==> src/rtl/lprl_pkg.sv <==
// Shared types, codes and a helper function for the longest-prefix route lookup.
package lprl_pkg;

  // Operation codes carried by the cmd field.
  typedef enum logic [1:0] {
    CMD_LOOKUP = 2'd0,
    CMD_CLEAR  = 2'd1,
    CMD_APPEND = 2'd2
  } cmd_e;

  // Result status codes.
  typedef enum logic [1:0] {
    ST_OK      = 2'd0,
    ST_UNREACH = 2'd1,
    ST_FULL    = 2'd2
  } status_e;

  localparam logic [31:0] AllOnes = 32'hffff_ffff;

  // One stored route.
  typedef struct packed {
    logic [31:0] network;
    logic [31:0] mask;
    logic [31:0] gateway;
    logic [1:0]  device;
  } route_t;

  // Best match found so far by the scan.
  typedef struct packed {
    logic        found;
    logic [31:0] gateway;
    logic [1:0]  device;
    logic [5:0]  bits;
  } best_t;

  // Count of set bits in a 32-bit word: eight nibble counts, then a short sum.
  function automatic logic [5:0] popcount32(input logic [31:0] x);
    logic [2:0] nib [8];
    logic [5:0] sum;
    for (int n = 0; n < 8; n++) begin
      nib[n] = 3'(x[4*n]) + 3'(x[4*n+1]) + 3'(x[4*n+2]) + 3'(x[4*n+3]);
    end
    sum = '0;
    for (int n = 0; n < 8; n++) begin
      sum = sum + 6'(nib[n]);
    end
    return sum;
  endfunction

endpackage

==> src/rtl/lprl_table.sv <==
// Route table memory: one write port, one read port, registered read data.
module lprl_table
  import lprl_pkg::*;
#(
  parameter int Depth = 8,
  parameter int IdxW  = 3
) (
  input  logic            clk_i,
  input  logic            rst_ni,
  input  logic            wr_en_i,
  input  logic [IdxW-1:0] wr_addr_i,
  input  route_t          wr_data_i,
  input  logic            rd_en_i,
  input  logic [IdxW-1:0] rd_addr_i,
  output logic            rd_valid_o,
  output route_t          rd_data_o
);

  route_t mem_q [Depth];
  route_t rd_data_q;
  logic   rd_valid_q;

  // Write port.
  always_ff @(posedge clk_i) begin
    if (wr_en_i) begin
      mem_q[wr_addr_i] <= wr_data_i;
    end
  end

  // Read port; the data is registered and appears in the cycle after the read enable.
  always_ff @(posedge clk_i) begin
    if (rd_en_i) begin
      rd_data_q <= mem_q[rd_addr_i];
    end
  end

  // Read-data valid flag.
  always_ff @(posedge clk_i or negedge rst_ni) begin
    if (!rst_ni) begin
      rd_valid_q <= 1'b0;
    end else begin
      rd_valid_q <= rd_en_i;
    end
  end

  assign rd_valid_o = rd_valid_q;
  assign rd_data_o  = rd_data_q;

endmodule

==> src/rtl/lprl_match.sv <==
// Match stage and best-route tracking for the table scan.
module lprl_match
  import lprl_pkg::*;
(
  input  logic        clk_i,
  input  logic        rst_ni,
  input  logic        start_i,
  input  logic [31:0] dest_i,
  input  logic        entry_valid_i,
  input  route_t      entry_i,
  output logic        busy_o,
  output best_t       best_o
);

  logic        cand_vld_q;
  logic        cand_match_q;
  logic [5:0]  cand_bits_q;
  logic [31:0] cand_gateway_q;
  logic [1:0]  cand_device_q;
  logic        best_found_q;
  logic [31:0] best_gateway_q;
  logic [1:0]  best_device_q;
  logic [5:0]  best_bits_q;
  logic        take;

  // Stage one: address match and mask popcount of the entry just read.
  always_ff @(posedge clk_i or negedge rst_ni) begin
    if (!rst_ni) begin
      cand_vld_q <= 1'b0;
    end else begin
      cand_vld_q <= entry_valid_i;
    end
  end

  always_ff @(posedge clk_i) begin
    if (entry_valid_i) begin
      cand_match_q   <= ((dest_i & entry_i.mask) == entry_i.network);
      cand_bits_q    <= popcount32(entry_i.mask);
      cand_gateway_q <= entry_i.gateway;
      cand_device_q  <= entry_i.device;
    end
  end

  // Stage two: keep the first entry with the strictly largest prefix.
  assign take = cand_vld_q && cand_match_q &&
                (!best_found_q || (cand_bits_q > best_bits_q));

  always_ff @(posedge clk_i or negedge rst_ni) begin
    if (!rst_ni) begin
      best_found_q <= 1'b0;
    end else if (start_i) begin
      best_found_q <= 1'b0;
    end else if (take) begin
      best_found_q <= 1'b1;
    end
  end

  always_ff @(posedge clk_i) begin
    if (take && !start_i) begin
      best_gateway_q <= cand_gateway_q;
      best_device_q  <= cand_device_q;
      best_bits_q    <= cand_bits_q;
    end
  end

  assign busy_o = cand_vld_q;
  assign best_o = '{found: best_found_q, gateway: best_gateway_q,
                    device: best_device_q, bits: best_bits_q};

endmodule

==> src/rtl/longest_prefix_route_lookup.sv <==
// Top level of the longest-prefix route lookup: control, route count and result register.
//
//   Channel  | Handshake                     | Payload
//   ---------+-------------------------------+----------------------------------------------
//   in       | in_valid_i / in_stall_o       | cmd, dest_address, broadcast, new_* fields
//   out      | out_valid_o / out_stall_i     | status, next_hop, out_device, prefix_bits
//   cfg      | cfg_valid_i / cfg_ready_o     | cfg_data_i (broadcast device)
//
// Clear, append, broadcast, unknown commands and lookups on an empty table go from the
// accept into the result register and then into the output register. A table lookup
// reads one stored route per cycle from the table memory, then registers its result; the
// single read port sets the pace of the scan. The next item is taken once the result has
// moved to the output register. One item is in work at a time; the result register lets
// the next item be accepted while a finished result is still stalled at the output.
// Reset empties the route table count and clears the broadcast device to zero.
module longest_prefix_route_lookup
  import lprl_pkg::*;
#(
  parameter int ROUTE_ENTRIES = 8
) (
  input  logic        clk_i,
  input  logic        rst_ni,
  input  logic        in_valid_i,
  output logic        in_stall_o,
  input  logic [1:0]  cmd_i,
  input  logic [31:0] dest_address_i,
  input  logic        broadcast_i,
  input  logic [31:0] new_network_i,
  input  logic [31:0] new_mask_i,
  input  logic [31:0] new_gateway_i,
  input  logic [1:0]  new_device_i,
  output logic        out_valid_o,
  input  logic        out_stall_i,
  output logic [1:0]  status_o,
  output logic [31:0] next_hop_o,
  output logic [1:0]  out_device_o,
  output logic [5:0]  prefix_bits_o,
  input  logic        cfg_valid_i,
  output logic        cfg_ready_o,
  input  logic [1:0]  cfg_data_i
);

  localparam int CntW = $clog2(ROUTE_ENTRIES + 1);
  localparam int IdxW = (ROUTE_ENTRIES > 1) ? $clog2(ROUTE_ENTRIES) : 1;
  localparam logic [CntW-1:0] Entries = CntW'(ROUTE_ENTRIES);

  typedef enum logic [1:0] {
    S_IDLE,
    S_SCAN,
    S_RESULT
  } state_e;

  state_e          state_q;
  logic [CntW-1:0] count_q;
  logic [CntW-1:0] issue_q;
  logic [1:0]      bcast_dev_q;
  logic [31:0]     dest_q;
  logic [1:0]      res_status_q;
  logic [31:0]     res_hop_q;
  logic [1:0]      res_dev_q;
  logic [5:0]      res_bits_q;
  logic            out_vld_q;
  logic [1:0]      out_status_q;
  logic [31:0]     out_hop_q;
  logic [1:0]      out_dev_q;
  logic [5:0]      out_bits_q;

  logic   in_acc;
  logic   wr_en;
  logic   rd_en;
  logic   rd_vld;
  route_t rd_data;
  route_t wr_data;
  logic   match_busy;
  best_t  best;
  logic   scan_done;
  logic   out_free;

  assign in_acc     = in_valid_i && !in_stall_o;
  assign in_stall_o = (state_q != S_IDLE);
  assign out_free   = !out_vld_q || !out_stall_i;

  // Appends write the table at the entry indexed by the current count, while the table is not full.
  assign wr_en   = in_acc && (cmd_i == CMD_APPEND) && (count_q < Entries);
  assign wr_data = '{network: new_network_i, mask: new_mask_i,
                     gateway: new_gateway_i, device: new_device_i};

  // One table read per cycle while routes remain below the count.
  assign rd_en     = (state_q == S_SCAN) && (issue_q < count_q);
  assign scan_done = (state_q == S_SCAN) && !rd_en && !rd_vld && !match_busy;

  lprl_table #(
    .Depth (ROUTE_ENTRIES),
    .IdxW  (IdxW)
  ) u_table (
    .clk_i      (clk_i),
    .rst_ni     (rst_ni),
    .wr_en_i    (wr_en),
    .wr_addr_i  (count_q[IdxW-1:0]),
    .wr_data_i  (wr_data),
    .rd_en_i    (rd_en),
    .rd_addr_i  (issue_q[IdxW-1:0]),
    .rd_valid_o (rd_vld),
    .rd_data_o  (rd_data)
  );

  lprl_match u_match (
    .clk_i         (clk_i),
    .rst_ni        (rst_ni),
    .start_i       (in_acc),
    .dest_i        (dest_q),
    .entry_valid_i (rd_vld),
    .entry_i       (rd_data),
    .busy_o        (match_busy),
    .best_o        (best)
  );

  // The configuration register is always ready.
  assign cfg_ready_o = 1'b1;

  // Control state, route count, pending result and output register.
  always_ff @(posedge clk_i or negedge rst_ni) begin
    if (!rst_ni) begin
      state_q      <= S_IDLE;
      count_q      <= '0;
      issue_q      <= '0;
      bcast_dev_q  <= 2'd0;
      out_vld_q    <= 1'b0;
      res_status_q <= ST_OK;
      res_hop_q    <= '0;
      res_dev_q    <= '0;
      res_bits_q   <= '0;
      dest_q       <= '0;
      out_status_q <= ST_OK;
      out_hop_q    <= '0;
      out_dev_q    <= '0;
      out_bits_q   <= '0;
    end else begin
      if (cfg_valid_i && cfg_ready_o) begin
        bcast_dev_q <= cfg_data_i;
      end
      if (out_vld_q && !out_stall_i) begin
        out_vld_q <= 1'b0;
      end
      case (state_q)
        S_IDLE: begin
          if (in_acc) begin
            dest_q       <= dest_address_i;
            issue_q      <= '0;
            res_status_q <= ST_OK;
            res_hop_q    <= '0;
            res_dev_q    <= '0;
            res_bits_q   <= '0;
            state_q      <= S_RESULT;
            case (cmd_i)
              CMD_CLEAR: begin
                count_q <= '0;
              end
              CMD_APPEND: begin
                if (count_q < Entries) begin
                  count_q <= count_q + CntW'(1);
                end else begin
                  res_status_q <= ST_FULL;
                end
              end
              CMD_LOOKUP: begin
                if (broadcast_i) begin
                  res_hop_q <= AllOnes;
                  res_dev_q <= bcast_dev_q;
                end else if (count_q == '0) begin
                  res_status_q <= ST_UNREACH;
                end else begin
                  state_q <= S_SCAN;
                end
              end
              default: begin
                // Unused command: route count and table unchanged, all-zero result.
              end
            endcase
          end
        end
        S_SCAN: begin
          if (rd_en) begin
            issue_q <= issue_q + CntW'(1);
          end
          if (scan_done) begin
            state_q <= S_RESULT;
            if (best.found) begin
              res_hop_q  <= (best.gateway != '0) ? best.gateway : dest_q;
              res_dev_q  <= best.device;
              res_bits_q <= best.bits;
            end else begin
              res_status_q <= ST_UNREACH;
            end
          end
        end
        S_RESULT: begin
          if (out_free) begin
            out_vld_q    <= 1'b1;
            out_status_q <= res_status_q;
            out_hop_q    <= res_hop_q;
            out_dev_q    <= res_dev_q;
            out_bits_q   <= res_bits_q;
            state_q      <= S_IDLE;
          end
        end
        default: begin
          state_q <= S_IDLE;
        end
      endcase
    end
  end

  assign out_valid_o   = out_vld_q;
  assign status_o      = out_status_q;
  assign next_hop_o    = out_hop_q;
  assign out_device_o  = out_dev_q;
  assign prefix_bits_o = out_bits_q;

  // The route count never passes the table depth.
  a_count_bound: assert property (@(posedge clk_i) disable iff (!rst_ni)
    count_q <= Entries)
    else $error("route count exceeds table depth");

  // The count does not move while a scan is running.
  a_count_stable_scan: assert property (@(posedge clk_i) disable iff (!rst_ni)
    (state_q == S_SCAN) && $past(state_q == S_SCAN) |-> $stable(count_q))
    else $error("route count changed during a scan");

  // A table write only ever lands below the depth.
  a_write_in_range: assert property (@(posedge clk_i) disable iff (!rst_ni)
    wr_en |=> (count_q != '0) && (count_q <= Entries))
    else $error("table write outside the table");

  // A lookup result never carries the table-full status.
  a_status_code: assert property (@(posedge clk_i) disable iff (!rst_ni)
    scan_done |=> (res_status_q == ST_OK) || (res_status_q == ST_UNREACH))
    else $error("scan produced a wrong status");

endmodule
==> config.mk <==
export PLATFORM = sky130hd
export DESIGN_NAME = longest_prefix_route_lookup
export DESIGN_NICKNAME = d
export VERILOG_FILES = /design/src/rtl/lprl_pkg.sv /design/src/rtl/lprl_table.sv /design/src/rtl/lprl_match.sv /design/src/rtl/longest_prefix_route_lookup.sv
export SDC_FILE = /design/constraint.sdc
export NUM_CORES = 1
export LEC_CHECK = 0
export BUFFER_PORTS_ARGS = -buffer_cell sky130_fd_sc_hd__buf_4
export CAP_MARGIN = 0
export CORE_AREA = 2 2 400 402
export DETAILED_ROUTE_END_ITERATION = 10
export DIE_AREA = 0 0 402 404
export SLEW_MARGIN = 10
export SYNTH_ARGS = -nofsm -noshare
export SYNTH_HDL_FRONTEND = slang
export SYNTH_SLANG_ARGS = --single-unit
==> constraint.sdc <==
create_clock -name clk_i -period 11 [get_ports clk_i]
set_clock_uncertainty 0.1 [all_clocks]
set_input_delay 1.65 -clock clk_i [delete_from_list [all_inputs] [get_ports clk_i]]
set_output_delay 1.65 -clock clk_i [all_outputs]
set_load 0.05 [all_outputs]
## Word level (Yosys, flattened, before mapping)

Memory sizes are Yosys's and may differ from the RTL's. A register that Yosys moved wholly into a read port is not among the register bits.
Index checks and enable logic that the tools add are counted.

| word-level totals | value |
|---|---|
| bits in registers | 213 |
| bits in latches | 0 |
| RAM bits | 784 |
| ROM bits | 0 |
| bits of input ports | 140 |
| output and inout port bits | 45 |
| word-level logic and storage cells | 154 |
| memories | 1 |

Memories:

| name | depth | width | rd ports | clocked after Yosys merged registers in | wr ports | RTL line | text |
|---|---|---|---|---|---|---|---|
| u_table.mem_q | 8 | 98 | 1 | 1 | 1 | lprl_table.sv:19 | `route_t mem_q [Depth];` |

| operators by class | value |
|---|---|
| add/subtract/negate cells | 33 |
| multiply operators | 0 |
| div/mod/pow operators | 0 |
| order comparisons | 3 |
| equality and inequality tests | 12 |
| shift operators | 0 |
| mux-type cells | 44 |
| bitwise logic cells | 1 |
| reduce and logical (&&, ||, !) cells | 36 |

Operators with widths:

| operator | count |
|---|---|
| 2-to-1 mux 32 bit | 6 |
| one-hot mux 32 bit (2 select lines) | 1 |
| adder 3 x 1 -> 3 bit | 16 |
| adder 6 x 3 -> 6 bit | 6 |
| AND 32 bit | 1 |
| equality test 32 bit | 1 |
| nonzero test 32 bit | 1 |
| 2-to-1 mux 2 bit | 15 |
| 2-to-1 mux 6 bit | 3 |
| adder 1 x 1 -> 2 bit | 8 |
| one-hot mux 4 bit (2 select lines) | 2 |
| 2-to-1 mux 4 bit | 3 |
| one-hot mux 2 bit (2 select lines) | 3 |
| one-hot mux 6 bit (2 select lines) | 1 |
| AND reduction 4 bit | 3 |
| logical AND 1 bit | 11 |
| inequality test 2 bit (second input constant) | 5 |
| 2-to-1 mux 1 bit | 9 |
| adder 4 x 1 -> 4 bit (second input constant) | 2 |
| zero test 1 bit | 8 |
| nonzero test 2 bit | 4 |
| > comparator 6 bit | 1 |
| one-hot mux 2 bit (3 select lines) | 1 |
| AND reduction 3 bit | 2 |
| 10 further kinds | 16 |

## Logic depth before layout (Yosys ltp)

Gate-level depths: netlist of run 1.

| logic depth | value |
|---|---|
| word-level depth | 10 |
| gate-level depth with buffers | 21 |
| gate-level depth less buffers | 21 |

## Cells and area by module

From an unflattened synthesis of run 1, not the netlist that was laid out.

| second synthesis, totals | value |
|---|---|
| cells, all modules | 2,112 |
| area total of the unflattened synthesis | 42,487.0 um^2 |

Modules (own cells, without submodules):

| module | instances | cells each | area each (um^2) | sequential area each (um^2) |
|---|---|---|---|---|
| lprl_table | 1 | 1,245 | 32,531.2 | 26,510.4 |
| longest_prefix_route_lookup | 1 | 551 | 5,627.9 | 3,228.1 |
| lprl_match | 1 | 316 | 4,327.9 | 2,482.4 |

## Worst setup path before layout of run 1

Ideal clock, no wire load.

| timing | value |
|---|---|
| path type | input -> register |
| start point | input port in_valid_i |
| end point | memory u_table.mem_q[0][0] in the netlist's numbering (enable) |
| setup time | 675 ps |
| arrival time | 8,991 ps |
| required time | 10,225 ps |
| setup slack | 1,234 ps |
| stages on the path | 4 |
| path buffers | 1 |
| cells stage by stage | nor3b_1 -> buf_2 -> nand4_1 -> nor3_1 |

| on the way | value |
|---|---|
| cells in the longest elaborated chain, start to end | 5 |

Ends and longest elaborated chain:

| item | RTL line | text |
|---|---|---|
| start, declared | longest_prefix_route_lookup.sv:23 | `input logic in_valid_i,` |
| logical AND 1 bit | longest_prefix_route_lookup.sv:79 | `assign in_acc = in_valid_i && !in_stall_o;` |
| logical AND 1 bit (2 in a row) | longest_prefix_route_lookup.sv:84 | `assign wr_en = in_acc && (cmd_i == CMD_APPEND) && (count_q < Entries);` |
| 2-to-1 mux 1 bit | lprl_table.sv:25 | `if (wr_en_i) begin` |
| 2-to-1 mux 1 bit (not written as such) | lprl_table.sv:26 | `mem_q[wr_addr_i] <= wr_data_i;` |
| end, declared | lprl_table.sv:19 |  |

No other way between the ends.

## Worst setup path after layout of run 1

| timing | value |
|---|---|
| start point | register u_table.rd_data_o[34] (netlist name) |
| end point | register u_match.cand_bits_q[5], data pin |

| on the way | value |
|---|---|
| cells in the longest elaborated chain, start to end | 10 |

Ends and longest elaborated chain:

| item | RTL line | text |
|---|---|---|
| adder 1 x 1 -> 2 bit | lprl_pkg.sv:41 | `nib[n] = 3'(x[4*n]) + 3'(x[4*n+1]) + 3'(x[4*n+2]) + 3'(x[4*n+3]);` |
| adder 3 x 1 -> 3 bit (2 in a row) | lprl_pkg.sv:41 |  |
| adder 3 x 3 -> 4 bit | lprl_pkg.sv:45 | `sum = sum + 6'(nib[n]);` |
| adder 6 x 3 -> 6 bit (6 in a row) | lprl_pkg.sv:45 |  |
| end signal, assigned | lprl_match.sv:38 | `cand_bits_q <= popcount32(entry_i.mask);` |
| end, declared | lprl_match.sv:17 | `logic [5:0] cand_bits_q;` |

No other way between the ends.
A chain may end at the register's enable or synchronous reset.

==> results of run 1 <==
==> sequential cells by signal, summed over array words and instances (netlist names), 4 cells and up <==
name                    count
u_match.cand_gateway_q     32
issue_q                     4
prefix_bits_o               6
next_hop_o                 32
res_bits_q                  6
dest_q                     32
count_q                     4
u_table.rd_data_o          98
u_match.cand_bits_q         6
u_match.best_bits_q         6
u_match.best_gateway_q     32
res_hop_q                  32
u_table.mem_q             784
==> cells by family after synthesis <==
kind of cell | share of synthesized area [%]
other cells | 0.00881
simple gates | 3.06
xor+xnor | 0.0823
fa+ha+maj | 2.24
compound gates | 3.02
mux | 14.2
buf+inv | 1.66
flops | 75.7
==> synth_stat cells, types with 2 or more instances <==
library cell	n	area, um2
sky130_fd_sc_hd__edfxtp_1	963	28900
sky130_fd_sc_hd__nand2_1	116	435
sky130_fd_sc_hd__nor2_1	17	63.8
sky130_fd_sc_hd__a22oi_1	3	22.5
sky130_fd_sc_hd__nand4_1	8	50.1
sky130_fd_sc_hd__a211oi_2	21	263
sky130_fd_sc_hd__o22a_1	9	78.8
sky130_fd_sc_hd__ha_1	41	513
sky130_fd_sc_hd__a31oi_1	12	75.1
sky130_fd_sc_hd__a22o_1	6	52.6
sky130_fd_sc_hd__dfrtp_1	132	3300
sky130_fd_sc_hd__a21o_1	13	97.6
sky130_fd_sc_hd__fa_1	22	440
sky130_fd_sc_hd__and4_1	3	26.3
sky130_fd_sc_hd__a21oi_1	59	295
sky130_fd_sc_hd__clkbuf_1	41	154
sky130_fd_sc_hd__a211oi_1	20	150
sky130_fd_sc_hd__nor2b_1	2	12.5
sky130_fd_sc_hd__nor3b_1	2	15.0
sky130_fd_sc_hd__mux2i_1	3	30.0
sky130_fd_sc_hd__o22ai_1	3	18.8
sky130_fd_sc_hd__a21boi_0	8	60.1
sky130_fd_sc_hd__buf_2	39	195
sky130_fd_sc_hd__and3_1	16	100
sky130_fd_sc_hd__a2bb2oi_1	2	17.5
sky130_fd_sc_hd__o21ai_0	8	40.0
sky130_fd_sc_hd__nor3_1	5	25.0
sky130_fd_sc_hd__nor4_1	32	200
sky130_fd_sc_hd__inv_1	74	278
sky130_fd_sc_hd__nor4b_1	2	17.5
sky130_fd_sc_hd__xnor2_1	4	35.0
sky130_fd_sc_hd__mux4_2	196	4410
sky130_fd_sc_hd__buf_1	14	52.6
sky130_fd_sc_hd__nand3_1	36	180
sky130_fd_sc_hd__and3b_1	8	70.1
sky130_fd_sc_hd__buf_4	2	15.0
sky130_fd_sc_hd__mux2_2	142	1600
==> cell type report <==
cell class / count / area [um2]
Clock inverter: 65 / 562
Multi-Input combinational cell: 839 / 9730
Inverter: 74 / 278
Antenna cell: 1 / 2.50
Tap cell: 2072 / 2590
Timing Repair Buffer: 221 / 1690
Fill cell: 15100 / 108000
Clock buffer: 134 / 2940
Sequential cell: 1095 / 32200
==> metal layers <==
| metal | wire length (um) | vias up | global-route usage (%) | share of wire, % |
|---|---|---|---|---|
| met3 | 5670 | 153 | 2.26 | 5.4 |
| met1 | 47300 | 10800 | 17.9 | 45 |
| met2 | 50200 | 553 | 20.6 | 48 |
| met4 | 1930 | 20 | 3.10 | 1.8 |
| met5 | 126 | - | 0 | 0.12 |
| li1 | - | 8952 | - | - |
==> power by group through the flow <==
stage / Combinational (mW) / Clock, mW / Sequential, mW
after floorplan: 1.95 / 0 / 5.42
after global placement: 2.91 / 0 / 5.42
after detailed placement: 2.91 / 0 / 5.42
after CTS: 2.93 / 3.71 / 5.34
after global routing: 3.18 / 3.87 / 5.37
final: 2.85 / 3.63 / 5.33
==> worst max-delay path, cell delays in order (launching register included) <==
cell	delay (ns)
sky130_fd_sc_hd__edfxtp_1	0.42
sky130_fd_sc_hd__ha_1	0.31
sky130_fd_sc_hd__inv_1	0.06
sky130_fd_sc_hd__fa_1	0.40
sky130_fd_sc_hd__inv_1	0.06
sky130_fd_sc_hd__ha_1	0.16
sky130_fd_sc_hd__inv_1	0.06
sky130_fd_sc_hd__fa_1	0.43
sky130_fd_sc_hd__xnor2_1	0.15
sky130_fd_sc_hd__fa_1	0.49
sky130_fd_sc_hd__inv_1	0.05
sky130_fd_sc_hd__fa_1	0.47
sky130_fd_sc_hd__inv_1	0.05
sky130_fd_sc_hd__fa_1	0.44
sky130_fd_sc_hd__fa_1	0.52
sky130_fd_sc_hd__inv_1	0.06
sky130_fd_sc_hd__fa_1	0.39
sky130_fd_sc_hd__inv_1	0.07
sky130_fd_sc_hd__a21o_1	0.10
sky130_fd_sc_hd__a21oi_1	0.07
sky130_fd_sc_hd__xnor2_1	0.12
==> worst max-delay path by stage <==
stage | from | depth (start not counted) | endpoint
2_1_floorplan | in_valid_i | 4 | u_table.mem_q[0][0]
3_3_place_gp | in_valid_i | 7 | u_table.mem_q[2][4]
3_5_place_dp | in_valid_i | 7 | u_table.mem_q[2][5]
4_1_cts | u_table.rd_data_o[38] | 20 | u_match.cand_bits_q[5]
5_1_grt | u_table.rd_data_o[34] | 21 | u_match.cand_bits_q[5]
6_report | u_table.rd_data_o[34] | 20 | u_match.cand_bits_q[5]
==> per-stage QoR <==
step	worst slack, ns	util [%]	total power [mW]	std cells	area, um2
after floorplan	1.23	-	7.36	2105	42500
after global placement	5.69	29.5	8.33	4301	46500
after detailed placement	5.66	29.5	8.33	4301	46500
after CTS	5.76	31.7	12.0	4500	50000
after global routing	5.55	31.7	12.4	4501	50000
final	5.78	31.7	11.8	4501	50000
==> load_flow_metrics.sql, run 1 <==
INSERT INTO impl_metrics (metric_group, metric, value, unit) VALUES
('run_status', 'status', 'completed', ''),
('critical_path', 'worst-setup-path-type', 'reg2reg', ''),
('routing', 'detail_route.iter0.violations', '1739', ''),
('placement', 'io_buffer_count', '183', ''),
('worst_hold_path', 'min_delay_path_depth', '0', ''),
('clock_network', 'tritoncts.num_buffers', '107', ''),
('critical_path', 'worst-endpoint-arrival', '5.56', 'ns'),
('timing', 'fmax', '192', 'MHz'),
('cells_and_area', 'nNetsFinal', '2541', ''),
('timing', 'max_slew_margin', '17.6', '%'),
('synthesis', 'synth_ff_type', 'sky130_fd_sc_hd__edfxtp_1', ''),
('routing', 'remaining_drc_errors', '0', ''),
('global_routing', 'number_of_antenna_violations_at_the_first_check_in_global_routing', '19', ''),
('power', 'sw_frac_of_total', '29.5', '%'),
('timing', 'period_needed', '5.22', 'ns'),
('routing', 'finalWirelength', '105', 'mm'),
('clock_network', 'cts_hold_buf', '0', ''),
('synthesis', 'ys_seq_elements', '1095', ''),
('placement', 'hpwlAfterDp', '66.6', 'mm'),
('synthesis', 'syn_area_per_cell', '20.2', 'um2'),
('timing', 'finalCritPeriodShare', '47.4', '%'),
('clock_network', 'ctsRootBufferMaster', 'sky130_fd_sc_hd__clkbuf_16', ''),
('power', 'worst_ir_drop_vdd', '0.000233', 'V'),
('global_routing', 'globalRouteOverflowTotal', '0', ''),
('power', 'power_frac_seq', '45.1', '%'),
('timing', 'final_number_of_setup_violating_endpoints', '0', ''),
('power', 'p_per_area', '236', 'nW/um2'),
('timing', 'hold_viol_final', '0', ''),
('routing', 'routed-via-count', '20500', ''),
('routing', 'detailedRoute.firstPassIterationCount', '5', ''),
('synthesis', 'synth-seq-area-share', '75.7', '%'),
('cells_and_area', 'drive_gt1_share', '31.5', '%'),
('global_routing', 'first_global_vias', '20800', ''),
('clock_network', 'sink_count_of_the_clock_tree', '1095', ''),
('critical_path', 'r2r_end', 'u_match.cand_bits_q[5]', ''),
('cells_and_area', 'most-common-layout-cells', '963 x sky130_fd_sc_hd__edfxtp_1, 218 x sky130_fd_sc_hd__buf_4, 196 x sky130_fd_sc_hd__mux4_2', ''),
('critical_path', 'worst_setup_path_end_kind', 'register', ''),
('clock_network', 'cts_repair_resize_count', '0', ''),
('critical_path', 'r2r.worst_path.cells', '20', ''),
('worst_hold_path', 'holdPathEnd', 'u_match.best_device_q[1]', ''),
('clock_network', 'clock_tree.htree_level_count', '3', ''),
('timing', 'tightestPinTransition', '1.23', 'ns'),
('power', 'p_leak', '16.6', 'nW'),
('floorplanning', 'num_rows', '146', ''),
('floorplanning', 'fp.dieH', '404', 'um'),
('critical_path', 'worst_r2r_startpoint', 'u_table.rd_data_o[34]', ''),
('floorplanning', 'start_util', '27.0', '%'),
('power', 'p_int', '8.33', 'mW'),
('critical_path', 'cp.required', '11.35', 'ns'),
('cells_and_area', 'area_growth_syn_to_layout', '17.6', '%'),
('timing', 'setup_repair_after_global_routing_missed_its_margin', 'false', ''),
('routing', 'post_drt_antenna_nets', '0', ''),
('power', 'power_frac_comb', '24.1', '%'),
('synthesis', 'number_of_flops_mapped_to_enable_cells_by_yosys', '963', ''),
('cells_and_area', 'final_common_cell', 'sky130_fd_sc_hd__edfxtp_1', ''),
('power', 'switching_pwr', '3.48', 'mW'),
('flow_run', 'maxCapViolCount', '0', ''),
('clock_network', 'path_clk_slew', '0.06', 'ns'),
('clock_network', 'cts_tree', 'built', ''),
('timing', 'worst_hold_slack', '0.302', 'ns'),
('routing', 'route.detailed.vias_per_inst', '4.55', ''),
('synthesis', 'synth_area', '42500', 'um2'),
('routing', 'detail_route.wl_per_cell', '23.4', 'um'),
('timing', 'max_slew_violation_count', '0', ''),
('floorplanning', 'ios', '185', ''),
('worst_hold_path', 'hold_path.startpoint', 'u_match.cand_device_q[1]', ''),
('clock_network', 'clk_path_buf_depth', '3', ''),
('synthesis', 'synth_cell_types', '58', ''),
('global_routing', 'groute.usage.overall', '12.8', '%'),
('floorplanning', 'core-area', '158000', 'um2'),
('synthesis', 'async_reset_ff_share', '12.1', '%');
Power figures use the tool's default switching activity.
==> run 2: changes to the inputs <==
clock period = 4.7 ns   (was 11 ns; I/O delays follow)
==> run 2 against run 1 <==
  * The flow now finishes with violations (negative setup slack)
  * Register-to-register slack got worse by 6.2 ns
  * Routed wire length grew 1.5%
  * Final cell count rose by 0.80%
  * First-iteration DRC count increased by 5.1%
  * Utilization rose by 0.39 points
  * Global-route usage increased by 0.21 points
  * Clock power is 140% higher
  * Flip-flop and latch count did not move
  * Setup slack got worse by 6.2 ns
  * Power grew 150%
  * Sequential share of layout area shrank 0.78 points
  * Combinational power rose to 2.8 times the previous value
  * Largest power group unchanged
==> load_flow_metrics.sql, run 2 (synthesis gave the netlist of run 1 again) <==
INSERT INTO impl_metrics (metric_group, metric, value, unit) VALUES
('clock_network', 'path_clk_slew', '0.06', 'ns'),
('power', 'switching_pwr', '8.70', 'mW'),
('global_routing', 'globalRouteOverflowTotal', '0', ''),
('timing', 'fmax', '194', 'MHz'),
('floorplanning', 'fp.dieH', '404', 'um'),
('critical_path', 'cp.required', '5.06', 'ns'),
('clock_network', 'clock_latency', '0.70', 'ns'),
('power', 'power_frac_seq', '42.9', '%'),
('clock_network', 'cts_tree', 'built', ''),
('routing', 'finalWirelength', '107', 'mm'),
('cells_and_area', 'nNetsFinal', '2573', ''),
('placement', 'routabilityCongestion', '0.813', ''),
('timing', 'max_slew_violation_count', '0', ''),
('power', 'p_leak', '16.9', 'nW'),
('critical_path', 'worst_path_most_repeated_cell', 'sky130_fd_sc_hd__fa_1', ''),
('power', 'power_frac_comb', '27.1', '%'),
('power', 'p_per_area', '576', 'nW/um2'),
('run_status', 'violations', 'negative setup slack', ''),
('cells_and_area', 'drive_gt1_share', '32.9', '%'),
('global_routing', 'grt_pass1_wl', '154', 'mm'),
('floorplanning', 'core-area', '158000', 'um2'),
('power', 'sw_frac_of_total', '29.8', '%'),
('global_routing', 'number_of_antenna_violations_at_the_first_check_in_global_routing', '15', ''),
('cells_and_area', 'area_growth_syn_to_layout', '19.0', '%'),
('routing', 'routed-via-count', '20600', ''),
('floorplanning', 'ios', '185', ''),
('critical_path', 'worst-setup-path-type', 'reg2reg', ''),
('flow_run', 'maxCapViolCount', '0', ''),
('critical_path', 'worst_path_max_delay_cell', 'sky130_fd_sc_hd__fa_1', ''),
('power', 'p_int', '20.5', 'mW'),
('cells_and_area', 'largest_reg_flops', '784', ''),
('floorplanning', 'num_rows', '146', ''),
('routing', 'detail_route.wl_per_cell', '23.5', 'um'),
('worst_hold_path', 'min_delay_path_depth', '3', ''),
('placement', 'io_buffer_count', '183', ''),
('critical_path', 'startpoint_type', 'register', ''),
('global_routing', 'first_global_vias', '21000', ''),
('clock_network', 'tritoncts.num_buffers', '111', ''),
('timing', 'setup_repair_after_global_routing_missed_its_margin', 'true', ''),
('run_status', 'status', 'finished, violations left', ''),
('cells_and_area', 'most-common-layout-cells', '963 x sky130_fd_sc_hd__edfxtp_1, 225 x sky130_fd_sc_hd__buf_4, 196 x sky130_fd_sc_hd__mux4_2', ''),
('placement', 'hpwlAfterDp', '66.8', 'mm'),
('timing', 'max_slew_margin', '33.1', '%'),
('critical_path', 'worst-endpoint-arrival', '5.51', 'ns'),
('timing', 'period_needed', '5.15', 'ns'),
('timing', 'finalCritPeriodShare', '110', '%'),
('routing', 'detail_route.iter0.violations', '1828', ''),
('global_routing', 'groute.usage.overall', '13.0', '%'),
('routing', 'post_drt_antenna_nets', '0', ''),
('floorplanning', 'floorplan.die.width', '402', 'um'),
('cells_and_area', 'fill_cells', '15200', ''),
('clock_network', 'clock_tree.htree_level_count', '3', ''),
('floorplanning', 'start_util', '27.0', '%'),
('critical_path', 'worst_setup_path_end_kind', 'register', ''),
('routing', 'detailedRoute.firstPassIterationCount', '5', ''),
('routing', 'route.detailed.vias_per_inst', '4.55', ''),
('cells_and_area', 'final_common_cell', 'sky130_fd_sc_hd__edfxtp_1', ''),
('cells_and_area', 'largest_register', 'u_table.mem_q', ''),
('clock_network', 'ctsRootBufferMaster', 'sky130_fd_sc_hd__clkbuf_16', ''),
('critical_path', 'timing.critical_path.fanout_max', '2', ''),
('timing', 'hold_viol_final', '0', ''),
('timing', 'final_number_of_setup_violating_endpoints', '4', ''),
('critical_path', 'path_cells', 'ha_1 -> inv_2 -> fa_1 -> inv_2 -> ha_4 -> inv_2 -> fa_2 -> xnor2_2 -> fa_1 -> inv_1 -> fa_1 -> inv_1 -> fa_1 -> fa_1 -> inv_2 -> fa_2 -> buf_4 -> buf_6 -> xnor2_2', ''),
('worst_hold_path', 'min-delay-path-class', 'in2reg', ''),
('timing', 'worst_hold_slack', '0.123', 'ns'),
('routing', 'remaining_drc_errors', '0', ''),
('clock_network', 'sink_count_of_the_clock_tree', '1095', ''),
('timing', 'tightestPinTransition', '0.999', 'ns'),
('critical_path', 'critical_path_max_stage_delay', '0.53', 'ns'),
('cells_and_area', 'utilization', '32.1', '%'),
('global_routing', 'grt_max_degree', '112', ''),
('floorplanning', 'die_area', '162000', 'um2'),
('power', 'p_clk_share', '30.0', '%'),
('power', 'worst_ir_drop_vdd', '0.000981', 'V'),
('timing', 'worst_slack', '-0.450', 'ns'),
('critical_path', 'r2r.worst_path.cells', '19', ''),
('timing', 'setup-tns-final', '-1.59', 'ns'),
('clock_network', 'clk_path_buf_depth', '3', '');
## run 2: cell count changes in the layout (fill, tap and decap cells not counted), moves of 3 or more
cell and change:
sky130_fd_sc_hd__inv_1 -6, sky130_fd_sc_hd__buf_12 +18, sky130_fd_sc_hd__bufinv_16 +3, sky130_fd_sc_hd__inv_2 +6
sky130_fd_sc_hd__clkinv_1 -4, sky130_fd_sc_hd__clkinv_4 +3, sky130_fd_sc_hd__clkbuf_1 +10, sky130_fd_sc_hd__buf_4 +7
sky130_fd_sc_hd__ha_1 -3
## run 2: metrics by stage
stage                     total power, mW  cells  area, um2  worst slack [ns]
after floorplan                      17.2   2105      42600             -1.49
after global placement               19.8   4321      46900            -0.502
after detailed placement             19.9   4321      46900            -0.564
after CTS                            29.1   4534      50600            -0.463
after global routing                 30.6   4537      50600            -0.656
final                                29.2   4537      50600            -0.450
## run 2: final timing paths
path	startpoint	endpoint	slack, ns
max	u_table.rd_data_o[34]	u_match.cand_bits_q[3]	-0.45
min	dest_address_i[1]	dest_q[1]	0.12
max reg2reg	u_table.rd_data_o[34]	u_match.cand_bits_q[3]	-0.45
min reg2reg	u_match.cand_gateway_q[26]	u_match.best_gateway_q[26]	0.31
max in group asynchronous	rst_ni	next_hop_o[6]	3.15
min in group asynchronous	rst_ni	bcast_dev_q[1]	0.45
## run 2: worst max-delay path, delay by kind of cell (launching register included)
kind	cells	cell delay [ns]
xor gates and xnor gates	2	0.25
adders and majority gates	9	3.58
buffers and inverters	8	0.56
DFF	1	0.40
## run 2: cell type report
cell class	instances	area [um2]	area share, %
Timing Repair Buffer	249	2130	4.21
Clock buffer	144	2970	5.87
Inverter	74	278	0.549
Multi-Input combinational cell	839	9800	19.4
Antenna cell	1	2.50	0.00494
Clock inverter	63	621	1.23
Sequential cell	1095	32200	63.7
Tap cell	2072	2590	5.12
## run 2: what timing repair did
action,CTS,global route
endpoints found under the setup margin,4,4
pin swaps,9,8
resized for setup,8,11
buffers inserted,5,3
hold endpoints to repair,66,0
hold buffers,1,0
gates cloned,0,0
## run 2: power groups by stage
stage	Sequential, mW	Clock, mW	Combinational [mW]
after floorplan	12.7	0	4.55
after global placement	12.7	0	7.09
after detailed placement	12.7	0	7.14
after CTS	12.5	8.97	7.58
after global routing	12.6	9.34	8.71
final	12.5	8.74	7.91
## run 2: routing by layer
metal / vias to the layer above / GRT usage (%) / wire length [um]
met1: 10900 / 18.2 / 48000
met5: - / 0 / 84
met4: 14 / 3.92 / 2600
met3: 160 / 3.05 / 7060
met2: 590 / 20.0 / 49100
li1: 9026 / - / -
==> run 3: changes to the inputs <==
clock period = 6.2 ns   (was 4.7 ns; I/O delays follow)
==> run 3 against run 2 <==
  * The run now ends clean
  * Non-clock buffer count is 24 lower
  * Flip-flop and latch count unchanged
  * Sequential power shrank 25%
  * Hold slack better by 0.19 ns
  * Die area stayed put
  * Final cell count decreased by 0.71%
==> load_flow_metrics.sql, run 3 (synthesis gave the netlist of run 1 again) <==
INSERT INTO impl_metrics (metric_group, metric, value, unit) VALUES
('timing', 'final_number_of_setup_violating_endpoints', '0', ''),
('clock_network', 'clk_path_buf_depth', '3', ''),
('power', 'sw_frac_of_total', '29.7', '%'),
('cells_and_area', 'insertedDiodeCount', '0', ''),
('critical_path', 'reg2reg_slack', '0.96', 'ns'),
('routing', 'route.detailed.vias_per_inst', '4.58', ''),
('timing', 'max_slew_violation_count', '0', ''),
('critical_path', 'worst_setup_path_end_kind', 'register', ''),
('cells_and_area', 'final_common_cell', 'sky130_fd_sc_hd__edfxtp_1', ''),
('cells_and_area', 'nNetsFinal', '2545', ''),
('placement', 'placed_cells', '4304', ''),
('clock_network', 'cts_tree', 'built', ''),
('timing', 'worst_hold_slack', '0.316', 'ns'),
('worst_hold_path', 'min-delay-path-class', 'reg2reg', ''),
('floorplanning', 'ios', '185', ''),
('routing', 'detail_route.wl_per_cell', '23.5', 'um'),
('cells_and_area', 'area_growth_syn_to_layout', '17.8', '%'),
('power', 'power_frac_comb', '24.4', '%'),
('timing', 'hold_viol_final', '0', ''),
('run_status', 'status', 'completed', ''),
('routing', 'finalWirelength', '106', 'mm'),
('timing', 'setup_repair_after_global_routing_missed_its_margin', 'false', ''),
('power', 'p_int', '14.8', 'mW'),
('global_routing', 'grt_pass1_wl', '153', 'mm'),
('critical_path', 'r2r_end', 'u_match.cand_bits_q[5]', ''),
('critical_path', 'worst-setup-path-type', 'reg2reg', ''),
('power', 'p_clk_share', '30.7', '%'),
('routing', 'post_drt_antenna_nets', '0', ''),
('critical_path', 'r2r.worst_path.cells', '20', ''),
('power', 'p_leak', '16.6', 'nW'),
('critical_path', 'cp.required', '6.56', 'ns'),
('clock_network', 'path_clk_slew', '0.06', 'ns'),
('cells_and_area', 'most-common-layout-cells', '963 x sky130_fd_sc_hd__edfxtp_1, 215 x sky130_fd_sc_hd__buf_4, 196 x sky130_fd_sc_hd__mux4_2', ''),
('timing', 'finalCritPeriodShare', '84.4', '%'),
('global_routing', 'globalRouteOverflowTotal', '0', ''),
('cells_and_area', 'largest_reg_flops', '784', ''),
('floorplanning', 'fp.dieH', '404', 'um'),
('worst_hold_path', 'holdPathEnd', 'u_match.best_gateway_q[14]', ''),
('floorplanning', 'floorplan.die.width', '402', 'um'),
('flow_run', 'maxCapViolCount', '0', ''),
('routing', 'detailedRoute.firstPassIterationCount', '6', ''),
('power', 'power_frac_seq', '44.9', '%'),
('floorplanning', 'start_util', '27.0', '%'),
('cells_and_area', 'final_cells', '4505', ''),
('placement', 'io_buffer_count', '183', ''),
('global_routing', 'number_of_antenna_violations_at_the_first_check_in_global_routing', '11', ''),
('critical_path', 'worst_r2r_startpoint', 'u_table.rd_data_o[39]', ''),
('floorplanning', 'num_rows', '146', ''),
('timing', 'fmax', '191', 'MHz'),
('power', 'fin_total_pwr', '21.0', 'mW'),
('power', 'worst_ir_drop_vdd', '0.000494', 'V'),
('worst_hold_path', 'hold_path.startpoint', 'u_match.cand_gateway_q[14]', ''),
('global_routing', 'first_global_vias', '20900', ''),
('critical_path', 'startpoint_type', 'register', ''),
('placement', 'hpwlAfterDp', '67.1', 'mm'),
('cells_and_area', 'drive_gt1_share', '31.6', '%'),
('clock_network', 'tritoncts.num_buffers', '107', ''),
('placement', 'routabilityCongestion', '0.815', ''),
('timing', 'tightestPinTransition', '1.19', 'ns'),
('clock_network', 'ctsRootBufferMaster', 'sky130_fd_sc_hd__clkbuf_16', ''),
('timing', 'period_needed', '5.24', 'ns'),
('clock_network', 'sink_count_of_the_clock_tree', '1095', ''),
('routing', 'routed-via-count', '20600', ''),
('critical_path', 'timing.critical_path.fanout_max', '3', ''),
('routing', 'detail_route.iter0.violations', '1845', ''),
('global_routing', 'groute.usage.overall', '12.9', '%'),
('global_routing', 'grt_max_degree', '136', ''),
('floorplanning', 'die_area', '162000', 'um2'),
('power', 'p_per_area', '419', 'nW/um2'),
('floorplanning', 'core-area', '158000', 'um2'),
('timing', 'max_slew_margin', '20.7', '%'),
('cells_and_area', 'largest_register', 'u_table.mem_q', ''),
('critical_path', 'worst-endpoint-arrival', '5.59', 'ns'),
('routing', 'remaining_drc_errors', '0', ''),
('clock_network', 'clock_latency', '0.71', 'ns'),
('worst_hold_path', 'min_delay_path_depth', '0', ''),
('clock_network', 'clock_tree.htree_level_count', '3', ''),
('power', 'switching_pwr', '6.24', 'mW');
## run 3: changes by cell type in the layout (fill, tap and decap cells not counted), moves of 5 or more
| cell | change |
|---|---|
| sky130_fd_sc_hd__buf_12 | -12 |
| sky130_fd_sc_hd__buf_4 | -10 |
| sky130_fd_sc_hd__clkbuf_1 | -6 |
| sky130_fd_sc_hd__clkinv_2 | -5 |
| sky130_fd_sc_hd__clkinvlp_4 | +8 |
| sky130_fd_sc_hd__inv_1 | +6 |
| sky130_fd_sc_hd__inv_2 | -6 |
## run 3: routing by layer
metal	up-vias	GRT usage (%)	part of all wire (%)
met4	12	3.38	1.9
met5	-	0	0.063
met3	143	2.70	5.9
li1	8952	-	-
met1	11000	18.2	45
met2	554	20.1	47
## run 3: final cells by class
type                    instances  area [um2]
clock buffers                 137        2910
clock inverters                63         571
fillers                     15200      108000
inverters                      74         278
multi-input cells             839        9740
flip-flops and latches       1095       32200
well taps                    2072        2590
repair buffers                225        1800
## run 3: worst max-delay path by stage
| stage | from | end | slack [ns] | cells after the start |
|---|---|---|---|---|
| 2_1_floorplan | in_valid_i | u_table.mem_q[2][0] | -0.22 | 4 |
| 3_3_place_gp | u_table.rd_data_o[34] | u_match.cand_bits_q[5] | 0.96 | 20 |
| 3_5_place_dp | u_table.rd_data_o[34] | u_match.cand_bits_q[5] | 0.95 | 20 |
| 4_1_cts | u_table.rd_data_o[38] | u_match.cand_bits_q[5] | 0.95 | 20 |
| 5_1_grt | u_table.rd_data_o[38] | u_match.cand_bits_q[5] | 0.72 | 20 |
| 6_report | u_table.rd_data_o[39] | u_match.cand_bits_q[5] | 0.96 | 20 |
## run 3: repair_timing
action | in CTS | in global routing
hold endpoints to repair | 25 | 0
gates resized for setup | 0 | 0
setup buffers | 0 | 0
hold buffers | 1 | 0
## run 3: per-stage QoR
step	util [%]	setup WS [ns]	TNS (ns)	instance area (um2)
after floorplan	-	-0.217	-125.72	42600
after detailed placement	29.5	0.951	0	46600
after global routing	31.8	0.721	0	50100
after global placement	29.5	0.956	0	46600
final	31.8	0.964	0	50100
after CTS	31.8	0.952	0	50100
## run 3: critical path, stage by stage, from the launching register on
cell and delay [ns]:
sky130_fd_sc_hd__edfxtp_1 0.43, sky130_fd_sc_hd__ha_1 0.30, sky130_fd_sc_hd__inv_1 0.04, sky130_fd_sc_hd__fa_1 0.42, sky130_fd_sc_hd__inv_1 0.07, sky130_fd_sc_hd__ha_1 0.17
sky130_fd_sc_hd__inv_1 0.07, sky130_fd_sc_hd__fa_1 0.43, sky130_fd_sc_hd__xnor2_1 0.15, sky130_fd_sc_hd__fa_1 0.48, sky130_fd_sc_hd__inv_1 0.05, sky130_fd_sc_hd__fa_1 0.47
sky130_fd_sc_hd__inv_1 0.05, sky130_fd_sc_hd__fa_1 0.46, sky130_fd_sc_hd__fa_1 0.52, sky130_fd_sc_hd__inv_1 0.06, sky130_fd_sc_hd__fa_1 0.39, sky130_fd_sc_hd__inv_1 0.07
sky130_fd_sc_hd__a21o_1 0.10, sky130_fd_sc_hd__a21oi_1 0.07, sky130_fd_sc_hd__xnor2_1 0.12
## run 3: power by group through the flow
stage                     logic, mW  registers [mW]  clock network [mW]
final                          5.12            9.43                6.46
after global routing           5.71            9.49                6.90
after detailed placement       5.20            9.58                   0
after global placement         5.19            9.58                   0
after CTS                      5.24            9.44                6.63
after floorplan                3.45            9.61                   0
